## config.mk

```make
export PLATFORM = sky130hd
export DESIGN_NAME = luma_quarter_pel_interpolator
export DESIGN_NICKNAME = d
export VERILOG_FILES = /design/src/rtl/lqpi_pkg.sv /design/src/rtl/lqpi_front.sv /design/src/rtl/lqpi_queue.sv /design/src/rtl/lqpi_back.sv /design/src/rtl/luma_quarter_pel_interpolator.sv
export VERILOG_INCLUDE_DIRS = /design/src /design/src/rtl
export SDC_FILE = /design/constraint.sdc
export NUM_CORES = 2
export LEC_CHECK = 0
export BUFFER_PORTS_ARGS = -buffer_cell sky130_fd_sc_hd__buf_4
export CORE_MARGIN = 4
export CORE_UTILIZATION = 41
export CTS_CLUSTER_DIAMETER = 50
export DETAILED_ROUTE_END_ITERATION = 6
export PLACE_DENSITY = 0.56
export REMOVE_ABC_BUFFERS = 1
export SLEW_MARGIN = 20
export SYNTH_ARGS = -nofsm -noshare
export SYNTH_HDL_FRONTEND = slang
export SYNTH_SLANG_ARGS = --single-unit
```

## constraint.sdc

```tcl
create_clock -name clk_i -period 21.3 [get_ports clk_i]
set_input_delay 2.13 -clock clk_i [delete_from_list [all_inputs] [get_ports clk_i]]
set_output_delay 2.13 -clock clk_i [all_outputs]
set_load 0.05 [all_outputs]
```

## src/rtl/assert_macros.svh

```systemverilog
// Assertion macros shared by the interpolator RTL.
`ifndef ASSERT_MACROS_SVH
`define ASSERT_MACROS_SVH

// Check a property on every rising clock edge outside reset.
`define ASSERT_ON_CLK(label, prop, msg) \
  label: assert property (@(posedge clk_i) disable iff (!rst_ni) (prop)) \
    else $error(msg);

// Check that a condition never holds outside reset.
`define ASSERT_NEVER(label, cond, msg) \
  `ASSERT_ON_CLK(label, !(cond), msg)

`endif

```

## src/rtl/lqpi_pkg.sv

```systemverilog
// Types, constants and arithmetic helpers of the luma quarter-pel interpolator.
`timescale 1ns / 1ps
`default_nettype none
package lqpi_pkg;

  localparam int unsigned MAX_BLOCK_DEF = 16;
  localparam int unsigned QUEUE_DEPTH_DEF = 4;
  localparam int unsigned TAPS = 6;
  // Column field covers the widest window the block supports.
  localparam int unsigned COL_W = $clog2(16 + 5);
  localparam int unsigned HALF_W = 15;
  localparam int unsigned CENTRE_W = 21;

  typedef struct packed {
    logic       start_of_block;
    logic [1:0] frac_x;
    logic [1:0] frac_y;
    logic [1:0] width_code;
    logic [1:0] height_code;
    logic       picture_is_reference;
    logic [7:0] ref_pixel;
  } lqpi_in_t;

  typedef struct packed {
    logic [7:0] pred_pixel;
    logic       last_of_block;
  } lqpi_out_t;

  // Classified window pixel passed from the front to the filter pipeline.
  typedef struct packed {
    logic [7:0]       ref_pixel;
    logic [COL_W-1:0] col;
    logic             emit;
    logic             last;
    logic [1:0]       frac_x;
    logic [1:0]       frac_y;
  } lqpi_item_t;

  function automatic logic signed [15:0] tap6_px(logic [7:0] a, logic [7:0] b, logic [7:0] c,
                                                 logic [7:0] d, logic [7:0] e, logic [7:0] f);
    logic signed [15:0] ta, tb, tc, td, te, tf;
    ta = $signed({8'd0, a});
    tb = $signed({8'd0, b});
    tc = $signed({8'd0, c});
    td = $signed({8'd0, d});
    te = $signed({8'd0, e});
    tf = $signed({8'd0, f});
    return ta + tf - 16'sd5 * (tb + te) + 16'sd20 * (tc + td);
  endfunction

  function automatic logic signed [CENTRE_W-1:0] tap6_half(
      logic [HALF_W-1:0] a, logic [HALF_W-1:0] b, logic [HALF_W-1:0] c,
      logic [HALF_W-1:0] d, logic [HALF_W-1:0] e, logic [HALF_W-1:0] f);
    logic signed [CENTRE_W-1:0] ta, tb, tc, td, te, tf;
    ta = $signed({{(CENTRE_W-HALF_W){a[HALF_W-1]}}, a});
    tb = $signed({{(CENTRE_W-HALF_W){b[HALF_W-1]}}, b});
    tc = $signed({{(CENTRE_W-HALF_W){c[HALF_W-1]}}, c});
    td = $signed({{(CENTRE_W-HALF_W){d[HALF_W-1]}}, d});
    te = $signed({{(CENTRE_W-HALF_W){e[HALF_W-1]}}, e});
    tf = $signed({{(CENTRE_W-HALF_W){f[HALF_W-1]}}, f});
    return ta + tf - 21'sd5 * (tb + te) + 21'sd20 * (tc + td);
  endfunction

  // Round by 16, shift by 5, clip to 0..255.
  function automatic logic [7:0] clip5(logic signed [15:0] v);
    logic signed [16:0] t;
    t = $signed({v[15], v}) + 17'sd16;
    if (t < 0) return 8'd0;
    if (t[16:13] != 4'd0) return 8'd255;
    return t[12:5];
  endfunction

  // Round by 512, shift by 10, clip to 0..255.
  function automatic logic [7:0] clip10(logic signed [CENTRE_W-1:0] v);
    logic signed [CENTRE_W:0] t;
    t = $signed({v[CENTRE_W-1], v}) + 22'sd512;
    if (t < 0) return 8'd0;
    if (t[CENTRE_W:18] != '0) return 8'd255;
    return t[17:10];
  endfunction

  function automatic logic [7:0] avg2(logic [7:0] a, logic [7:0] b);
    logic [8:0] s;
    s = {1'b0, a} + {1'b0, b} + 9'd1;
    return s[8:1];
  endfunction

  // Pick the sample for the quarter position {frac_y, frac_x}.
  function automatic logic [7:0] pred_sel(logic [1:0] fy, logic [1:0] fx,
      logic [7:0] g, logic [7:0] hp, logic [7:0] mp, logic [7:0] b, logic [7:0] h,
      logic [7:0] j, logic [7:0] m, logic [7:0] s);
    logic [7:0] r;
    case ({fy, fx})
      4'd0:    r = g;
      4'd1:    r = avg2(g, b);
      4'd2:    r = b;
      4'd3:    r = avg2(b, hp);
      4'd4:    r = avg2(g, h);
      4'd5:    r = avg2(b, h);
      4'd6:    r = avg2(b, j);
      4'd7:    r = avg2(b, m);
      4'd8:    r = h;
      4'd9:    r = avg2(h, j);
      4'd10:   r = j;
      4'd11:   r = avg2(j, m);
      4'd12:   r = avg2(h, mp);
      4'd13:   r = avg2(h, s);
      4'd14:   r = avg2(j, s);
      default: r = avg2(m, s);
    endcase
    return r;
  endfunction

endpackage
`default_nettype wire

```

## src/rtl/lqpi_front.sv

```systemverilog
// Front end: window position tracking, block settings and item classification.
`timescale 1ns / 1ps
`default_nettype none
`include "assert_macros.svh"
module lqpi_front #(
  parameter int unsigned MAX_BLOCK = lqpi_pkg::MAX_BLOCK_DEF
) (
  input  logic                 clk_i,
  input  logic                 rst_ni,
  input  logic                 cfg_we_i,
  input  logic [1:0]           cfg_wdata_i,
  input  logic                 in_valid_i,
  output logic                 in_ready_o,
  input  lqpi_pkg::lqpi_in_t   in_data_i,
  input  logic                 q_full_i,
  output logic                 push_o,
  output lqpi_pkg::lqpi_item_t item_o
);
  import lqpi_pkg::*;

  localparam int unsigned CW = $clog2(MAX_BLOCK + 5);

  logic [1:0]    mode_q;
  logic          busy_q;
  logic [1:0]    fx_q, fy_q;
  logic [CW-1:0] wl_q, hl_q, col_q, row_q;
  logic [CW-1:0] cur_c, cur_r, wl, hl;
  logic [1:0]    fx, fy;
  logic          acc, start, force_full, active, last;

  // Index of the last window column or row for a size code.
  function automatic logic [CW-1:0] last_idx(logic [1:0] code);
    logic [4:0] s;
    s = (code >= 2'd2) ? 5'd16 : (5'd4 << code);
    if (32'(s) > MAX_BLOCK) s = 5'(MAX_BLOCK);
    return CW'(s + 5'd4);
  endfunction

  assign in_ready_o = !q_full_i;
  assign acc        = in_valid_i && in_ready_o;
  assign start      = in_data_i.start_of_block;
  assign force_full = mode_q[0] | (mode_q[1] & ~in_data_i.picture_is_reference);
  assign active     = start | busy_q;

  always_comb begin
    cur_c = start ? '0 : col_q;
    cur_r = start ? '0 : row_q;
    wl    = start ? last_idx(in_data_i.width_code) : wl_q;
    hl    = start ? last_idx(in_data_i.height_code) : hl_q;
    fx    = start ? (force_full ? 2'd0 : in_data_i.frac_x) : fx_q;
    fy    = start ? (force_full ? 2'd0 : in_data_i.frac_y) : fy_q;
    last  = (cur_r == hl) && (cur_c == wl);
  end

  assign push_o           = acc && active;
  assign item_o.ref_pixel = in_data_i.ref_pixel;
  assign item_o.col       = COL_W'(cur_c);
  assign item_o.emit      = (cur_r >= CW'(5)) && (cur_c >= CW'(5));
  assign item_o.last      = last;
  assign item_o.frac_x    = fx;
  assign item_o.frac_y    = fy;

  always_ff @(posedge clk_i or negedge rst_ni) begin
    if (!rst_ni) begin
      mode_q <= '0;
      busy_q <= 1'b0;
      fx_q   <= '0;
      fy_q   <= '0;
      wl_q   <= '0;
      hl_q   <= '0;
      col_q  <= '0;
      row_q  <= '0;
    end else begin
      if (cfg_we_i) mode_q <= cfg_wdata_i;
      if (acc && active) begin
        fx_q <= fx;
        fy_q <= fy;
        wl_q <= wl;
        hl_q <= hl;
        if (last) begin
          busy_q <= 1'b0;
          col_q  <= '0;
          row_q  <= '0;
        end else if (cur_c == wl) begin
          busy_q <= 1'b1;
          col_q  <= '0;
          row_q  <= cur_r + CW'(1);
        end else begin
          busy_q <= 1'b1;
          col_q  <= cur_c + CW'(1);
          row_q  <= cur_r;
        end
      end
    end
  end

  `ASSERT_ON_CLK(a_last_ends_block, push_o && item_o.last |=> !busy_q, "block still busy after last")
  `ASSERT_ON_CLK(a_start_opens_block, acc && start |=> busy_q, "block start did not open block")
  `ASSERT_ON_CLK(a_emit_inside, push_o && item_o.emit |-> cur_c <= wl, "output past window edge")

endmodule
`default_nettype wire

```

## src/rtl/lqpi_queue.sv

```systemverilog
// Short FIFO that decouples the front end from the filter pipeline.
`timescale 1ns / 1ps
`default_nettype none
`include "assert_macros.svh"
module lqpi_queue #(
  parameter int unsigned DEPTH = lqpi_pkg::QUEUE_DEPTH_DEF
) (
  input  logic                 clk_i,
  input  logic                 rst_ni,
  input  logic                 push_i,
  input  lqpi_pkg::lqpi_item_t item_i,
  output logic                 full_o,
  input  logic                 pop_i,
  output logic                 valid_o,
  output lqpi_pkg::lqpi_item_t item_o
);
  import lqpi_pkg::*;

  localparam int unsigned PW = (DEPTH > 1) ? $clog2(DEPTH) : 1;
  localparam int unsigned NW = $clog2(DEPTH + 1);

  lqpi_item_t    slot_q [DEPTH];
  logic [PW-1:0] wr_q, rd_q;
  logic [NW-1:0] cnt_q;
  logic          do_push, do_pop;

  assign full_o  = (cnt_q == NW'(DEPTH));
  assign valid_o = (cnt_q != '0);
  assign item_o  = slot_q[rd_q];
  assign do_push = push_i && !full_o;
  assign do_pop  = pop_i && valid_o;

  always_ff @(posedge clk_i) begin
    if (do_push) slot_q[wr_q] <= item_i;
  end

  always_ff @(posedge clk_i or negedge rst_ni) begin
    if (!rst_ni) begin
      wr_q  <= '0;
      rd_q  <= '0;
      cnt_q <= '0;
    end else begin
      if (do_push) wr_q <= (wr_q == PW'(DEPTH - 1)) ? '0 : wr_q + PW'(1);
      if (do_pop)  rd_q <= (rd_q == PW'(DEPTH - 1)) ? '0 : rd_q + PW'(1);
      if (do_push && !do_pop)      cnt_q <= cnt_q + NW'(1);
      else if (do_pop && !do_push) cnt_q <= cnt_q - NW'(1);
    end
  end

  `ASSERT_NEVER(a_count_range, cnt_q > NW'(DEPTH), "queue count past depth")
  `ASSERT_NEVER(a_push_full, push_i && full_o, "push into full queue")
  `ASSERT_NEVER(a_pop_empty, pop_i && !valid_o, "pop from empty queue")

endmodule
`default_nettype wire

```

## src/rtl/lqpi_back.sv

```systemverilog
// Filter pipeline: line buffers, 6-tap filters, quarter-pel select and output register.
`timescale 1ns / 1ps
`default_nettype none
`include "assert_macros.svh"
module lqpi_back #(
  parameter int unsigned MAX_BLOCK = lqpi_pkg::MAX_BLOCK_DEF
) (
  input  logic                 clk_i,
  input  logic                 rst_ni,
  input  logic                 q_valid_i,
  input  lqpi_pkg::lqpi_item_t q_item_i,
  output logic                 pop_o,
  output logic                 out_valid_o,
  input  logic                 out_ready_i,
  output lqpi_pkg::lqpi_out_t  out_data_o
);
  import lqpi_pkg::*;

  localparam int unsigned CW  = $clog2(MAX_BLOCK + 5);
  localparam int unsigned HIW = (MAX_BLOCK > 1) ? $clog2(MAX_BLOCK) : 1;

  // Column stacks of the five rows above the current one, newest first.
  logic [TAPS-2:0][7:0]        pix_mem_q  [MAX_BLOCK + 5];
  logic [TAPS-2:0][HALF_W-1:0] half_mem_q [MAX_BLOCK];

  logic       en;
  logic [4:1] vld_q;
  lqpi_item_t it1_q, it2_q, it3_q, it4_q;

  // Stage 1
  logic [CW-1:0]               pidx;
  logic [TAPS-2:0][7:0]        prd;
  logic [TAPS-1:0][7:0]        vec_c;
  logic [TAPS-2:0][7:0]        hp_q;
  logic [TAPS-1:0][7:0]        vs1_q, vs2_q, vs3_q;
  logic signed [15:0]          hsum, vsum_h, vsum_m;
  // Stage 2
  logic [HALF_W-1:0]           hcur2_q;
  logic signed [15:0]          vh2_q, vm2_q;
  logic [7:0]                  g2_q, hp2_q, mp2_q;
  logic [COL_W-1:0]            colm5;
  logic [HIW-1:0]              hidx;
  logic [TAPS-2:0][HALF_W-1:0] hrd;
  logic [TAPS-1:0][HALF_W-1:0] hvec;
  logic signed [CENTRE_W-1:0]  jsum;
  // Stage 3
  logic signed [CENTRE_W-1:0]  j3_q;
  logic [HALF_W-1:0]           hb3_q, hs3_q;
  logic [7:0]                  h3_q, m3_q, g3_q, hp3_q, mp3_q;
  // Stage 4
  logic [7:0]                  j4_q, b4_q, s4_q, h4_q, m4_q, g4_q, hp4_q, mp4_q;
  // Output
  logic                        out_valid_q;
  lqpi_out_t                   out_q;

  // Advance the whole pipeline unless the output register holds a result that is not taken.
  assign en    = !out_valid_q || out_ready_i;
  assign pop_o = en && q_valid_i;

  assign pidx   = it1_q.col[CW-1:0];
  assign prd    = pix_mem_q[pidx];
  assign vec_c  = {prd, it1_q.ref_pixel};
  assign hsum   = tap6_px(hp_q[4], hp_q[3], hp_q[2], hp_q[1], hp_q[0], it1_q.ref_pixel);
  assign vsum_h = tap6_px(vs3_q[5], vs3_q[4], vs3_q[3], vs3_q[2], vs3_q[1], vs3_q[0]);
  assign vsum_m = tap6_px(vs2_q[5], vs2_q[4], vs2_q[3], vs2_q[2], vs2_q[1], vs2_q[0]);

  assign colm5 = it2_q.col - COL_W'(5);
  assign hidx  = colm5[HIW-1:0];
  assign hrd   = half_mem_q[hidx];
  assign hvec  = {hrd, hcur2_q};
  assign jsum  = tap6_half(hvec[5], hvec[4], hvec[3], hvec[2], hvec[1], hvec[0]);

  always_ff @(posedge clk_i) begin
    if (en && vld_q[1]) begin
      pix_mem_q[pidx] <= {prd[TAPS-3:0], it1_q.ref_pixel};
      hp_q  <= {hp_q[TAPS-3:0], it1_q.ref_pixel};
      vs1_q <= vec_c;
      vs2_q <= vs1_q;
      vs3_q <= vs2_q;
    end
    if (en && vld_q[2] && (it2_q.col >= COL_W'(5))) begin
      half_mem_q[hidx] <= {hrd[TAPS-3:0], hcur2_q};
    end
    if (en) begin
      it1_q   <= q_item_i;
      it2_q   <= it1_q;
      hcur2_q <= hsum[HALF_W-1:0];
      vh2_q   <= vsum_h;
      vm2_q   <= vsum_m;
      g2_q    <= vs3_q[3];
      hp2_q   <= vs2_q[3];
      mp2_q   <= vs3_q[2];
      it3_q   <= it2_q;
      j3_q    <= jsum;
      hb3_q   <= hvec[3];
      hs3_q   <= hvec[2];
      h3_q    <= clip5(vh2_q);
      m3_q    <= clip5(vm2_q);
      g3_q    <= g2_q;
      hp3_q   <= hp2_q;
      mp3_q   <= mp2_q;
      it4_q   <= it3_q;
      j4_q    <= clip10(j3_q);
      b4_q    <= clip5($signed({hb3_q[HALF_W-1], hb3_q}));
      s4_q    <= clip5($signed({hs3_q[HALF_W-1], hs3_q}));
      h4_q    <= h3_q;
      m4_q    <= m3_q;
      g4_q    <= g3_q;
      hp4_q   <= hp3_q;
      mp4_q   <= mp3_q;
    end
    if (en && vld_q[4] && it4_q.emit) begin
      out_q.pred_pixel    <= pred_sel(it4_q.frac_y, it4_q.frac_x, g4_q, hp4_q, mp4_q,
                                      b4_q, h4_q, j4_q, m4_q, s4_q);
      out_q.last_of_block <= it4_q.last;
    end
  end

  always_ff @(posedge clk_i or negedge rst_ni) begin
    if (!rst_ni) begin
      vld_q       <= '0;
      out_valid_q <= 1'b0;
    end else if (en) begin
      vld_q       <= {vld_q[3:1], q_valid_i};
      out_valid_q <= vld_q[4] && it4_q.emit;
    end
  end

  assign out_valid_o = out_valid_q;
  assign out_data_o  = out_q;

  `ASSERT_ON_CLK(a_freeze_on_stall, !en |=> $stable(vld_q), "pipeline moved while stalled")
  `ASSERT_ON_CLK(a_result_loaded, en && vld_q[4] && it4_q.emit |=> out_valid_q, "result lost")
  `ASSERT_ON_CLK(a_result_source, $rose(out_valid_q) |-> $past(vld_q[4] && it4_q.emit),
                 "result without item")

endmodule
`default_nettype wire

```

## src/rtl/luma_quarter_pel_interpolator.sv

```systemverilog
// Path: an accepted pixel is queued, then passes stages 1 to 4 and the output register.
// Throughput: one window pixel per cycle unless the queue is full; a WxH block takes
// (W+5)*(H+5) pixels, W*H results. The rate is set by the five-stage filter pipeline fed
// from a four-entry queue. Reset clears position, block settings, mode, queue and pipeline
// valids; line buffers are not cleared and are rewritten before emitted results use them.
`timescale 1ns / 1ps
`default_nettype none
module luma_quarter_pel_interpolator #(
  parameter int unsigned MAX_BLOCK   = lqpi_pkg::MAX_BLOCK_DEF,
  parameter int unsigned QUEUE_DEPTH = lqpi_pkg::QUEUE_DEPTH_DEF
) (
  input  logic                clk_i,
  input  logic                rst_ni,
  input  logic                cfg_we_i,
  input  logic [1:0]          cfg_wdata_i,
  input  logic                in_valid_i,
  output logic                in_ready_o,
  input  lqpi_pkg::lqpi_in_t  in_data_i,
  output logic                out_valid_o,
  input  logic                out_ready_i,
  output lqpi_pkg::lqpi_out_t out_data_o
);
  import lqpi_pkg::*;

  logic       push, full, q_valid, pop;
  lqpi_item_t push_item, q_item;

  lqpi_front #(.MAX_BLOCK(MAX_BLOCK)) u_front (
    .clk_i, .rst_ni, .cfg_we_i, .cfg_wdata_i,
    .in_valid_i, .in_ready_o, .in_data_i,
    .q_full_i(full), .push_o(push), .item_o(push_item)
  );

  lqpi_queue #(.DEPTH(QUEUE_DEPTH)) u_queue (
    .clk_i, .rst_ni,
    .push_i(push), .item_i(push_item), .full_o(full),
    .pop_i(pop), .valid_o(q_valid), .item_o(q_item)
  );

  lqpi_back #(.MAX_BLOCK(MAX_BLOCK)) u_back (
    .clk_i, .rst_ni,
    .q_valid_i(q_valid), .q_item_i(q_item), .pop_o(pop),
    .out_valid_o, .out_ready_i, .out_data_o
  );

endmodule
`default_nettype wire
```

==> results by group <==
Worst setup path
  – Crit-path slowest cell: buf_4
  – CP Buf/Inv Count: 5
  – CP required: 21.88 ns
  – Startpoint types: flop
  – Crit Path Class: reg2reg
  – Crit end category: flop
  – CP max FO: 77
  – Top delay family on crit path: adder cells
  – WP data arrival: 11.70 ns
  – CP peak stage delay: 0.86 ns
  – Reg-to-reg startpoint: u_back.it2_q[6]$_DFFE_PN_
  – CP startpoint: u_back.it2_q[6]$_DFFE_PN_

Timing
  – Max Freq: 89.9 MHz
  – Pins Over Slew Limit: 0
  – Slew headroom: 0.241
  – Tcrit/Tclk final: 0.522
  – Clock skew after layout: between 0.04 and 0.05 ns
  – Min setup slack post-route: 10.17 ns
  – Setup Viol. Count Final: 0
  – Fin crit period: approximately 11 ns
  – Slew @ Worst Pin: 1.13 ns
  – RSZ-0062 raised after global routing: no
  – Final Hold Fails: 0

Clock tree
  – Post_cts resized: 0
  – Worst-Skew Late Latency: between 0.8 and 0.9 ns
  – Hold Buf Count CTS: 0
  – Clock Path Buffers: 4
  – Clock transition at path regs: ~0.05 ns
  – Clk sink count: 2567
  – CTS tree: built
  – Root Buffer: clkbuf_16
  – Total CTS buffers: about 310
  – Setup Fix Bufs, Post-CTS: 0
  – CTS H-Tree Depth: 5

Yosys
  – Area leader, netlist: edfxtp_1
  – Ys flop type: edfxtp_1
  – Syn. warnings: 0
  – Synth top area cells: edfxtp_1, mux4_2, ha_1
  – Top cell type's share of synthesized area: 0.684
  – EDFF count, synth: 2528
  – Syn Inst Count: between 6000 and 7000
  – #FFs+latches synth: 2567
  – Async set or reset register ratio after synthesis: 0.0152
  – Sequential share of the synthesized area: 0.693
  – Mapped Avg Cell Area: 18.5 um^2
  – Mapped cell area: 111000 um^2
  – Synth cell types: 82

Placed design
  – RD Place Congestion: 0.859
  – Dpl ws: around 10 ns
  – Dpl cells: about 9500
  – Placed Instance Area: about 120000 um^2
  – Port Buf Inserts: 35
  – Final HPWL DP: around 160 mm

Outcome
  – Status: finished clean

Floorplanning
  – Cell Rows: between 150 and 200
  – Die Y: 528 um
  – Die width: 528 um
  – Die Footprint: 279000 um^2
  – Initial Util: 0.413
  – IO Count: 36
  – Core Box Area: 269000 um^2

Final layout
  – Commonest non-fill, non-tap cells in the layout: edfxtp_1, mux4_2, ha_1, clkbuf_16, inv_1
  – Post-route cell area: 126000 um^2
  – Most common cell after layout, fill and taps aside: edfxtp_1
  – Final cell count without fillers: between 10000 and 15000
  – Number of nets in the layout: just under 7000
  – Share of cells above drive strength 1: 0.202
  – Area Overhead vs Synth: 13.8%

Routing
  – DRT Wirelength: 266 mm
  – Final antenna-violating net count: 0
  – DR iter-0 viols: 4845
  – Vias: roughly 56000
  – DRC Markers: 0
  – DR pass1 iterations: 5
  – Via density: 5.57
  – Wire per inst: 26.4 um

Hold path
  – Hold WC Path Type: reg2reg
  – Hold_sp: u_back.vs1_q[32]$_DFFE_PP_

Global route
  – Grt ovf: 0
  – Total track usage: 0.190
  – First-pass GRT wire length: 393 mm
  – Vias in the first global route: 58479
  – Largest net degree at the start of global routing: 78
  – Initial antenna violation count: 11

Flow run
  – Max Cap Viol: 0
[metrics by stage]
| stage | setup TNS, ns | hold slack (ns) | util |
|---|---|---|---|
| floorplan | -1905.97 | 0.400 | - |
| finish | 0 | 0.412 | 0.470 |
| detailed placement | 0 | 0.405 | 0.433 |
| CTS | 0 | 0.414 | 0.470 |
| global route | 0 | 0.420 | 0.470 |
| global placement | 0 | 0.401 | 0.433 |
[cells by family after synthesis]
logic type / count (synthesis) / synth area share
AND/OR/NAND/NOR: 760 / 0.0327
adder cells (fa/ha/maj): 564 / 0.0704
flip-flops: 2567 / 0.693
XOR/XNOR: 250 / 0.0199
AO/OA/AOI/OAI: 726 / 0.0428
buffers and inverters: 497 / 0.0170
multiplexers: 644 / 0.124
[Yosys cell counts, types with 25 or more instances]
cell	instances
edfxtp_1	2528
mux4_2	581
ha_1	463
inv_1	301
nor2_1	205
a21oi_1	198
nand2_1	190
xnor2_1	159
clkbuf_1	142
o21ai_0	115
fa_1	101
nand3_1	100
xor2_1	89
a22oi_1	87
nor3_1	57
mux2_2	50
nor2b_1	50
a21o_1	45
o21bai_1	42
nand2b_1	40
buf_1	39
dfrtp_1	39
o21a_1	36
o22ai_1	25
[metal layers]
| layer | global-route usage | vias up | part of all wire |
|---|---|---|---|
| met1 | 0.263 | 29606 | 0.43 |
| met4 | 0.0451 | 0 | 0.022 |
| met2 | 0.322 | 1458 | 0.50 |
| li1 | - | 24623 | - |
| met5 | 0 | - | 0 |
| met3 | 0.0233 | 385 | 0.046 |
[layout make-up]
class | count | area [um^2]
fillers | 22499 | 142000
flip-flops and latches | 2567 | 76900
multi-input cells | 2944 | 32500
clock buffers | 361 | 8000
well taps | 3552 | 4440
clock inverters | 186 | 2020
repair buffers | 158 | 1240
inverters | 301 | 1130
diodes | 2 | 5.00
[worst reg2reg max path, delay by kind of cell (launching register included)]
kind | cells | cell delay (ns)
xor gates and xnor gates | 3 | 0.57
adders and majority gates | 9 | 3.13
muxes | 2 | 1.33
DFF | 1 | 0.34
buffers and inverters | 5 | 2.26
AOI/OAI and AO/OA | 15 | 3.02
and+or+nand+nor | 1 | 0.22
[flip-flops by register name, indices dropped and copies added, names as in the netlist, 9 cells and up]
signal / flops
u_back.it2_q: 11
u_back.vm2_q: 12
u_back.hs3_q: 11
u_back.pix_mem_q: 840
u_back.vs3_q: 40
u_back.half_mem_q: 1200
u_queue.slot_q: 76
u_back.hp_q: 40
u_back.j3_q: 12
u_back.hb3_q: 11
u_back.vh2_q: 12
u_back.hcur2_q: 15
u_back.vs1_q: 40
u_back.out_data_o: 9
u_back.vs2_q: 40
u_back.it1_q: 14
[path summary, 6_finish.rpt]
check                                                   end  slack, ns  depth (start not counted)
worst min register to register   u_back.vs2_q[32]$_DFFE_PP_       0.41                          0
worst max register to register    u_back.j3_q[20]$_DFFE_PN_      10.17                         35
max in group asynchronous       u_queue.wr_q[1]$_DFFE_PN0P_      19.64                          1
min in group asynchronous       u_front.wl_q[3]$_DFFE_PN0P_       1.28                          1
worst min-delay path             u_back.vs2_q[32]$_DFFE_PP_       0.41                          0
worst max-delay path              u_back.j3_q[20]$_DFFE_PN_      10.17                         35
Power is left out: the tool's default activity adds up to more than one toggle a clock period on the data nets, which glitch-free logic cannot reach.
